## src/design/radio_link_failsafe_supervisor_assert.svh

```systemverilog
// Assertion macros used by the supervisor RTL.
`ifndef RADIO_LINK_FAILSAFE_SUPERVISOR_ASSERT_SVH
`define RADIO_LINK_FAILSAFE_SUPERVISOR_ASSERT_SVH

// Consequent must hold in the same cycle as the antecedent.
`define RLFS_ASSERT_SAME(lbl, ante, cons) \
  lbl: assert property (@(posedge clk) disable iff (!rst_n) (ante) |-> (cons)) \
    else $error("rlfs check failed");

// Consequent must hold in the cycle after the antecedent.
`define RLFS_ASSERT_NEXT(lbl, ante, cons) \
  lbl: assert property (@(posedge clk) disable iff (!rst_n) (ante) |=> (cons)) \
    else $error("rlfs check failed");

`endif

```

## src/design/rlfs_pkg.sv

```systemverilog
package rlfs_pkg;

  localparam int unsigned CNT_W      = 16;
  localparam int unsigned PULSE_W    = 12;
  localparam int unsigned MOTION_W   = 14;
  localparam int unsigned CFG_IDX_W  = 3;
  localparam int unsigned CFG_DATA_W = 16;

  typedef logic [CNT_W-1:0]     cnt_t;
  typedef logic [PULSE_W-1:0]   pulse_t;
  typedef logic [MOTION_W-1:0]  motion_t;
  typedef logic [CFG_IDX_W-1:0] cfg_idx_t;

  localparam cnt_t CNT_MAX = '1;

  // Register indexes
  localparam cfg_idx_t CFG_IMMEDIATE_TICKS        = 3'd0;
  localparam cfg_idx_t CFG_AUTOPILOT_TICKS        = 3'd1;
  localparam cfg_idx_t CFG_RECOVER_ARMED_TICKS    = 3'd2;
  localparam cfg_idx_t CFG_RECOVER_DISARMED_TICKS = 3'd3;
  localparam cfg_idx_t CFG_MOTION_THRESHOLD       = 3'd4;
  localparam cfg_idx_t CFG_STICK_CENTER           = 3'd5;
  localparam cfg_idx_t CFG_GOOD_BEEP_TICKS        = 3'd6;
  localparam cfg_idx_t CFG_ALARM_BEEP_TICKS       = 3'd7;

  // Reset values
  localparam cnt_t    RST_IMMEDIATE_TICKS        = 16'd12;
  localparam cnt_t    RST_AUTOPILOT_TICKS        = 16'd50;
  localparam cnt_t    RST_RECOVER_ARMED_TICKS    = 16'd750;
  localparam cnt_t    RST_RECOVER_DISARMED_TICKS = 16'd100;
  localparam motion_t RST_MOTION_THRESHOLD       = 14'd50;
  localparam pulse_t  RST_STICK_CENTER           = 12'd1500;
  localparam cnt_t    RST_GOOD_BEEP_TICKS        = 16'd100;
  localparam cnt_t    RST_ALARM_BEEP_TICKS       = 16'd150;

  typedef struct packed {
    cnt_t    immediate_ticks;
    cnt_t    autopilot_ticks;
    cnt_t    recover_armed_ticks;
    cnt_t    recover_disarmed_ticks;
    motion_t motion_threshold;
    pulse_t  stick_center;
    cnt_t    good_beep_ticks;
    cnt_t    alarm_beep_ticks;
  } cfg_t;

  typedef struct packed {
    cnt_t loss_count;
    cnt_t recover_count;
    cnt_t beep_count;
    logic fast_flag;
    logic event_flag;
    logic good_beep_pending;
  } state_t;

  typedef struct packed {
    logic   frame_seen;
    logic   armed;
    pulse_t roll_pulse;
    pulse_t pitch_pulse;
    pulse_t yaw_pulse;
    logic   beeper_free;
    logic   gyro_calibrating;
    logic   home_switch;
  } item_t;

  typedef struct packed {
    logic immediate_failsafe;
    logic failsafe_active;
    logic force_overrides;
    logic release_home_mode;
    logic play_good_beep;
    logic play_alarm_beep;
  } res_t;

  function automatic cnt_t sat_inc(input cnt_t v);
    return (v == CNT_MAX) ? v : cnt_t'(v + 1'b1);
  endfunction

  function automatic pulse_t abs_dev(input pulse_t p, input pulse_t c);
    return (p >= c) ? pulse_t'(p - c) : pulse_t'(c - p);
  endfunction

endpackage

```

## src/design/rlfs_step.sv

```systemverilog
// One tick of the supervisor: next state and result from current state and request.
module rlfs_step (
  input  rlfs_pkg::cfg_t   cfg,
  input  rlfs_pkg::state_t st,
  input  rlfs_pkg::item_t  item,
  output rlfs_pkg::state_t st_nxt,
  output rlfs_pkg::res_t   res
);

  rlfs_pkg::cnt_t    loss0;
  rlfs_pkg::cnt_t    limit;
  rlfs_pkg::motion_t dev_sum;
  logic              reached;
  logic              motion_ok;
  logic              recover;

  assign loss0 = item.frame_seen ? '0 : st.loss_count;
  assign limit = item.armed ? cfg.recover_armed_ticks : cfg.recover_disarmed_ticks;
  assign reached = st.recover_count >= limit;
  assign dev_sum =
    {2'b00, rlfs_pkg::abs_dev(item.roll_pulse,  cfg.stick_center)} +
    {2'b00, rlfs_pkg::abs_dev(item.pitch_pulse, cfg.stick_center)} +
    {2'b00, rlfs_pkg::abs_dev(item.yaw_pulse,   cfg.stick_center)};
  assign motion_ok = dev_sum >= cfg.motion_threshold;

  always_comb begin
    st_nxt  = st;
    res     = '0;
    recover = 1'b0;

    if (loss0 > cfg.immediate_ticks) begin
      st_nxt.fast_flag = 1'b1;
    end

    if (loss0 > cfg.autopilot_ticks) begin
      st_nxt.event_flag   = 1'b1;
      res.force_overrides = 1'b1;
    end else if (st.event_flag) begin
      if (!reached) begin
        st_nxt.recover_count = rlfs_pkg::sat_inc(st.recover_count);
      end
      // armed recovery also needs the pilot to move the sticks
      recover = reached && (!item.armed || motion_ok);
      if (recover) begin
        st_nxt.fast_flag         = 1'b0;
        st_nxt.event_flag        = 1'b0;
        st_nxt.recover_count     = '0;
        st_nxt.beep_count        = '0;
        st_nxt.good_beep_pending = 1'b1;
        res.release_home_mode    = !item.home_switch;
      end
    end

    st_nxt.loss_count = rlfs_pkg::sat_inc(loss0);

    if (st_nxt.recover_count == '0 && !st_nxt.event_flag && st_nxt.good_beep_pending) begin
      if (st_nxt.beep_count >= cfg.good_beep_ticks) begin
        res.play_good_beep       = 1'b1;
        st_nxt.beep_count        = '0;
        st_nxt.good_beep_pending = 1'b0;
      end else begin
        st_nxt.beep_count = rlfs_pkg::sat_inc(st_nxt.beep_count);
      end
    end

    if (st_nxt.event_flag && item.beeper_free && !item.gyro_calibrating) begin
      if (st_nxt.beep_count >= cfg.alarm_beep_ticks) begin
        res.play_alarm_beep = 1'b1;
      end else begin
        st_nxt.beep_count = rlfs_pkg::sat_inc(st_nxt.beep_count);
      end
    end

    res.immediate_failsafe = st_nxt.fast_flag;
    res.failsafe_active    = st_nxt.event_flag;
  end

endmodule

```

## src/design/radio_link_failsafe_supervisor.sv

```systemverilog
// Result path: a request is taken into the input register, then its result into the result register.
// Throughput: one request per cycle while in_stall is low; the tick logic sits between the two registers.
// in_stall rises only when the input register is full and the result register is stalled.
// Reset (rst_n low, synchronous) clears all counters, flags and valids and loads
// the register defaults 12, 50, 750, 100, 50, 1500, 100, 150.
`include "radio_link_failsafe_supervisor_assert.svh"

module radio_link_failsafe_supervisor (
  input  logic        clk,
  input  logic        rst_n,
  input  logic        cfg_we,
  input  logic [2:0]  cfg_index,
  input  logic [15:0] cfg_wdata,
  input  logic        in_valid,
  output logic        in_stall,
  input  logic        in_frame_seen,
  input  logic        in_armed,
  input  logic [11:0] in_roll_pulse,
  input  logic [11:0] in_pitch_pulse,
  input  logic [11:0] in_yaw_pulse,
  input  logic        in_beeper_free,
  input  logic        in_gyro_calibrating,
  input  logic        in_home_switch,
  output logic        out_valid,
  input  logic        out_stall,
  output logic        out_immediate_failsafe,
  output logic        out_failsafe_active,
  output logic        out_force_overrides,
  output logic        out_release_home_mode,
  output logic        out_play_good_beep,
  output logic        out_play_alarm_beep
);

  rlfs_pkg::cfg_t   cfg_r;
  rlfs_pkg::state_t st_r;
  rlfs_pkg::state_t st_nxt;
  rlfs_pkg::item_t  s1_item_r;
  rlfs_pkg::res_t   res_nxt;
  rlfs_pkg::res_t   out_res_r;
  logic             s1_valid_r;
  logic             out_valid_r;
  logic             out_free;
  logic             advance;

  assign out_free = !out_valid_r || !out_stall;
  assign advance  = s1_valid_r && out_free;
  assign in_stall = s1_valid_r && !out_free;

  always_ff @(posedge clk) begin
    if (!rst_n) begin
      cfg_r.immediate_ticks        <= rlfs_pkg::RST_IMMEDIATE_TICKS;
      cfg_r.autopilot_ticks        <= rlfs_pkg::RST_AUTOPILOT_TICKS;
      cfg_r.recover_armed_ticks    <= rlfs_pkg::RST_RECOVER_ARMED_TICKS;
      cfg_r.recover_disarmed_ticks <= rlfs_pkg::RST_RECOVER_DISARMED_TICKS;
      cfg_r.motion_threshold       <= rlfs_pkg::RST_MOTION_THRESHOLD;
      cfg_r.stick_center           <= rlfs_pkg::RST_STICK_CENTER;
      cfg_r.good_beep_ticks        <= rlfs_pkg::RST_GOOD_BEEP_TICKS;
      cfg_r.alarm_beep_ticks       <= rlfs_pkg::RST_ALARM_BEEP_TICKS;
    end else if (cfg_we) begin
      unique case (cfg_index)
        rlfs_pkg::CFG_IMMEDIATE_TICKS:        cfg_r.immediate_ticks        <= cfg_wdata;
        rlfs_pkg::CFG_AUTOPILOT_TICKS:        cfg_r.autopilot_ticks        <= cfg_wdata;
        rlfs_pkg::CFG_RECOVER_ARMED_TICKS:    cfg_r.recover_armed_ticks    <= cfg_wdata;
        rlfs_pkg::CFG_RECOVER_DISARMED_TICKS: cfg_r.recover_disarmed_ticks <= cfg_wdata;
        rlfs_pkg::CFG_MOTION_THRESHOLD:
          cfg_r.motion_threshold <= cfg_wdata[rlfs_pkg::MOTION_W-1:0];
        rlfs_pkg::CFG_STICK_CENTER:
          cfg_r.stick_center <= cfg_wdata[rlfs_pkg::PULSE_W-1:0];
        rlfs_pkg::CFG_GOOD_BEEP_TICKS:        cfg_r.good_beep_ticks        <= cfg_wdata;
        rlfs_pkg::CFG_ALARM_BEEP_TICKS:       cfg_r.alarm_beep_ticks       <= cfg_wdata;
        default: ;
      endcase
    end
  end

  // Input register: take a request whenever it is empty or draining this cycle.
  always_ff @(posedge clk) begin
    if (!rst_n) begin
      s1_valid_r <= 1'b0;
    end else if (!in_stall) begin
      s1_valid_r <= in_valid;
    end
  end

  always_ff @(posedge clk) begin
    if (!in_stall && in_valid) begin
      s1_item_r.frame_seen       <= in_frame_seen;
      s1_item_r.armed            <= in_armed;
      s1_item_r.roll_pulse       <= in_roll_pulse;
      s1_item_r.pitch_pulse      <= in_pitch_pulse;
      s1_item_r.yaw_pulse        <= in_yaw_pulse;
      s1_item_r.beeper_free      <= in_beeper_free;
      s1_item_r.gyro_calibrating <= in_gyro_calibrating;
      s1_item_r.home_switch      <= in_home_switch;
    end
  end

  rlfs_step u_step (
    .cfg    (cfg_r),
    .st     (st_r),
    .item   (s1_item_r),
    .st_nxt (st_nxt),
    .res    (res_nxt)
  );

  // Advance supervisor state only when the tick moves into the result register.
  always_ff @(posedge clk) begin
    if (!rst_n) begin
      st_r <= '0;
    end else if (advance) begin
      st_r <= st_nxt;
    end
  end

  always_ff @(posedge clk) begin
    if (!rst_n) begin
      out_valid_r <= 1'b0;
    end else if (out_free) begin
      out_valid_r <= s1_valid_r;
    end
  end

  always_ff @(posedge clk) begin
    if (advance) begin
      out_res_r <= res_nxt;
    end
  end

  assign out_valid              = out_valid_r;
  assign out_immediate_failsafe = out_res_r.immediate_failsafe;
  assign out_failsafe_active    = out_res_r.failsafe_active;
  assign out_force_overrides    = out_res_r.force_overrides;
  assign out_release_home_mode  = out_res_r.release_home_mode;
  assign out_play_good_beep     = out_res_r.play_good_beep;
  assign out_play_alarm_beep    = out_res_r.play_alarm_beep;

  `RLFS_ASSERT_SAME(a_force_latches, out_valid_r && out_res_r.force_overrides, out_res_r.failsafe_active)
  `RLFS_ASSERT_SAME(a_beeps_exclusive, out_valid_r, !(out_res_r.play_good_beep && out_res_r.play_alarm_beep))
  `RLFS_ASSERT_SAME(a_release_clears, out_valid_r && out_res_r.release_home_mode, !out_res_r.failsafe_active && !out_res_r.immediate_failsafe)
  `RLFS_ASSERT_NEXT(a_state_held, !advance, st_r == $past(st_r))

endmodule

```

## config.mk

```make
export PLATFORM = sky130hd
export DESIGN_NAME = radio_link_failsafe_supervisor
export DESIGN_NICKNAME = d
export VERILOG_FILES = /design/src/design/rlfs_pkg.sv /design/src/design/rlfs_step.sv /design/src/design/radio_link_failsafe_supervisor.sv
export VERILOG_INCLUDE_DIRS = /design/src /design/src/design
export SDC_FILE = /design/constraint.sdc
export NUM_CORES = 1
export LEC_CHECK = 0
export ABC_AREA = 1
export BUFFER_PORTS_ARGS = -buffer_cell sky130_fd_sc_hd__buf_2
export CORE_AREA = 2 2 253 155
export CTS_BUF_LIST = sky130_fd_sc_hd__clkbuf_8
export CTS_CLUSTER_DIAMETER = 200
export CTS_CLUSTER_SIZE = 30
export DETAILED_ROUTE_END_ITERATION = 10
export DIE_AREA = 0 0 255 157
export PLACE_DENSITY_LB_ADDON = 0.3
export SYNTH_ARGS = -nofsm -noshare
export SYNTH_HDL_FRONTEND = slang
export SYNTH_SLANG_ARGS = --single-unit
```

## constraint.sdc

```tcl
create_clock -name clk -period 10.5 [get_ports clk]
set_clock_uncertainty 0.2 [all_clocks]
set_input_delay 0.525 -clock clk [delete_from_list [all_inputs] [get_ports clk]]
set_output_delay 0.525 -clock clk [all_outputs]
set_load 0.05 [all_outputs]
```

==> impl_metrics.env <==
export IMPL_timing_final_crit_share_pct=95.2
export IMPL_largest_reg_flops=122
export IMPL_cts_tree="yes"
export IMPL_drc=0
export IMPL_vias=16300
export IMPL_yosysWarningCount=0
export IMPL_start_util_pct=44.8
export IMPL_power_switching_share_pct=44.1
export IMPL_path_class="reg -> reg"
export IMPL_drv_cap=0
export IMPL_io_pins=73
export IMPL_synthTopCellsByArea="dfxtp_1 21%, ha_1 14%, nand2_1 9.2%"
export IMPL_final_max_slew_viol_count=0
export IMPL_min_period_ns=9.99
export IMPL_drt_total_wl_um=53500
export IMPL_grt_ovfl_total=0
export IMPL_synth_fp_nets=2627
export IMPL_r2r_end="st_r[13]"
export IMPL_grt_antenna_before_repair=1
export IMPL_regArea_um2=4940
export IMPL_coreArea_um2=37500
export IMPL_rrSetupSlack_ns=0.51
export IMPL_yosysTopAreaCell="dfxtp_1"
export IMPL_rows=55
export IMPL_initialDrtViolationCount=1397
export IMPL_avgSynthCellArea_um2=7.11
export IMPL_drive_gt1_share_pct=13.3
export IMPL_power_leakage_nw=8.81
export IMPL_dpl_instance_area_um2=17800
export IMPL_end_kind="flip-flop"
export IMPL_htreeDepth=1
export IMPL_ir_drop_uv=120
export IMPL_nFillCells=3652
export IMPL_slew_headroom_pct=16.4
export IMPL_dp_slack_ns=-0.421
export IMPL_fin_area_um2=19100
export IMPL_combPwrFrac_pct=52.9
export IMPL_cts_root_to_sink_buffers=3
export IMPL_cts_sinks=222
export IMPL_cp_arrival_ns=10.32
export IMPL_synthToLayoutAreaGrowth_pct=13.6
export IMPL_multiInputGateArea_um2=10600
export IMPL_fp_dieW_um=255
export IMPL_dr_pass1_iters=5
export IMPL_r2r_cells=59
export IMPL_fmax_mhz=100
export IMPL_totalPowerFinal_mw=2.85
export IMPL_power_share_clock_pct=14.1
export IMPL_gp_congestion=1.02
export IMPL_dpl_hpwl_um=40600
export IMPL_finalSetupViolCount=0
export IMPL_crit_end="st_r[13]"
export IMPL_clk_latency_ns=0.59
export IMPL_hold_viol=0
export IMPL_ys_ff_latch=222
export IMPL_diodes=0
export IMPL_cp_slowest_cell="dfxtp_4"
export IMPL_top_regs="cfg_r (122), st_r (51), s1_item_r (41)"
export IMPL_root_buffer="clkbuf_8"
export IMPL_yosysSeqAreaShare_pct=29.3
export IMPL_cts_buffers=11
export IMPL_intPower_mw=1.60
export IMPL_top_register="cfg_r"
export IMPL_cp_required_ns=10.83
export IMPL_power_density_nw_per_um2=150
export IMPL_nNetsFinal=2758
export IMPL_die_area_um2=40000
export IMPL_port_buffer_count=72
export IMPL_synth_top_area_share_pct=20.9
export IMPL_wl_per_cell_um=17.8
export IMPL_startpoint="cfg_r[37]"
export IMPL_track_usage_pct=26.2
export IMPL_hp_start="in_valid"
export IMPL_synth_cells=2363
export IMPL_first_global_vias=14800
export IMPL_fp_dieH_um=157
export IMPL_grt_pass1_wl_um=81700
export IMPL_vias_per_cell=5.41
export IMPL_post_route_util_pct=50.9
export IMPL_finalWorstSetupSlack_ns=0.508
export IMPL_synth_distinct_cells=60
export IMPL_cp_slowest_stage_delay_ns=0.42
export IMPL_hold_slack_ns=0.0205
export IMPL_status="complete, no violations"
export IMPL_worstReg2RegStart="cfg_r[37]"
export IMPL_p_seq_share_pct=33.0
export IMPL_critPathMaxFanout=8
export IMPL_worst_pin_slew_ns=1.25
export IMPL_grt_start_max_net_pins=74
export IMPL_ant_nets=0
export IMPL_cp_start_kind="flip-flop"
export IMPL_cpMostUsedCell="nand2_1"
export IMPL_clk_pin_slew_ns=0.21
export IMPL_synthesis_area_um2=16800
export IMPL_p_sw_mw=1.26
export IMPL_min_delay_path_class="in -> reg"
[final cells by class]
class,instances,share of cell area [%]
repair buffers,176,6.58
inverters,386,7.69
clock inverters,6,0.203
clock buffers,11,0.793
flip-flops and latches,222,25.9
multi-input cells,1697,55.5
well taps,513,3.36
[synth_stat cells, drive strengths merged]
library cell,number
and2,1
buf,12
o211ai,28
ha,191
fa,8
a211oi,2
o31ai,1
nand2,440
a21boi,4
or2,4
mux2i,19
xnor2,22
inv,381
clkinv,5
nor3b,5
o2111ai,6
o221ai,4
nand4,29
nor3,30
nand3b,5
nand3,105
a21o,7
nor4,5
a31oi,10
a2111oi,3
edfxtp,47
a22oi,1
dfxtp,175
o21a,3
o22ai,1
nor2,259
o21bai,2
nor2b,1
a21oi,233
a221oi,6
clkbuf,47
o21ai,220
xor2,41
[cell usage in the layout, fill, tap and decap left out, types with 47 or more instances in the layout]
cell | Yosys | routed
ha_1 | 191 | 176
edfxtp_1 | 47 | 47
nand3_1 | 92 | 88
o21ai_0 | 200 | 187
dfxtp_1 | 175 | 168
buf_2 | 2 | 72
nand2_1 | 412 | 406
buf_4 | 1 | 60
a21oi_1 | 231 | 216
nor2_1 | 236 | 225
inv_1 | 368 | 361
[cell families after synthesis]
| logic type | count (synthesis) | synth area share (%) |
|---|---|---|
| xor+xnor | 63 | 3.29 |
| mux | 19 | 1.13 |
| fa+ha+maj | 199 | 15.2 |
| simple gates | 884 | 23.6 |
| flops | 222 | 29.3 |
| buf+inv | 445 | 10.3 |
| compound gates | 531 | 17.3 |
[metrics by stage]
stage	TNS, ns	instances
2_1_floorplan	0	2363
3_5_place_dp	-4.07	2923
4_1_cts	0	2982
3_3_place_gp	-2.60	2923
5_1_grt	-1.37	3011
6_report	0	3011
[per-layer routing]
metal  GRT usage (%)  vias to the layer above  wire length, um
met4            4.40                        0              777
met5               0                        -                0
met3            6.48                       37             5590
met2            36.8                      656            20700
met1            40.1                     7562            26400
li1                -                     8023                -
[worst max-delay path: cells and delay by family (launching register included)]
kind / cells / cell delay [ns]
buffers and inverters: 10 / 1.17
XOR/XNOR: 3 / 0.50
AND/OR/NAND/NOR: 24 / 3.06
adder cells (fa/ha/maj): 6 / 2.00
AO/OA/AOI/OAI: 16 / 2.55
flip-flops: 1 / 0.42
[timing repair]
item	in CTS	in global routing
buffers inserted	1	27
endpoints found under the hold margin	41	0
endpoints found under the setup margin	16	17
resized for setup	17	111
hold buffers	41	0
gates cloned	0	2
pin swaps	0	18
[how the worst min path moves through the flow]
stage / end / slack (ns) / cells after the start
after detailed placement: cfg_r[60] / 0.24 / 2
after global placement: cfg_r[58] / 0.24 / 2
final: s1_valid_r / 0.02 / 3
after floorplan: cfg_r[58] / 0.22 / 2
after CTS: s1_valid_r / 0.007 / 3
after global routing: s1_valid_r / 0.02 / 3
[power groups by stage]
| stage | logic (mW) | clock network (mW) | registers, mW |
|---|---|---|---|
| floorplan | 0.981 | 0 | 0.952 |
| finish | 1.51 | 0.401 | 0.942 |
| CTS | 1.33 | 0.413 | 0.942 |
| detailed placement | 1.30 | 0 | 0.960 |
| global placement | 1.28 | 0 | 0.959 |
| global route | 1.69 | 0.443 | 0.947 |
(Power assumes the default switching activity.)
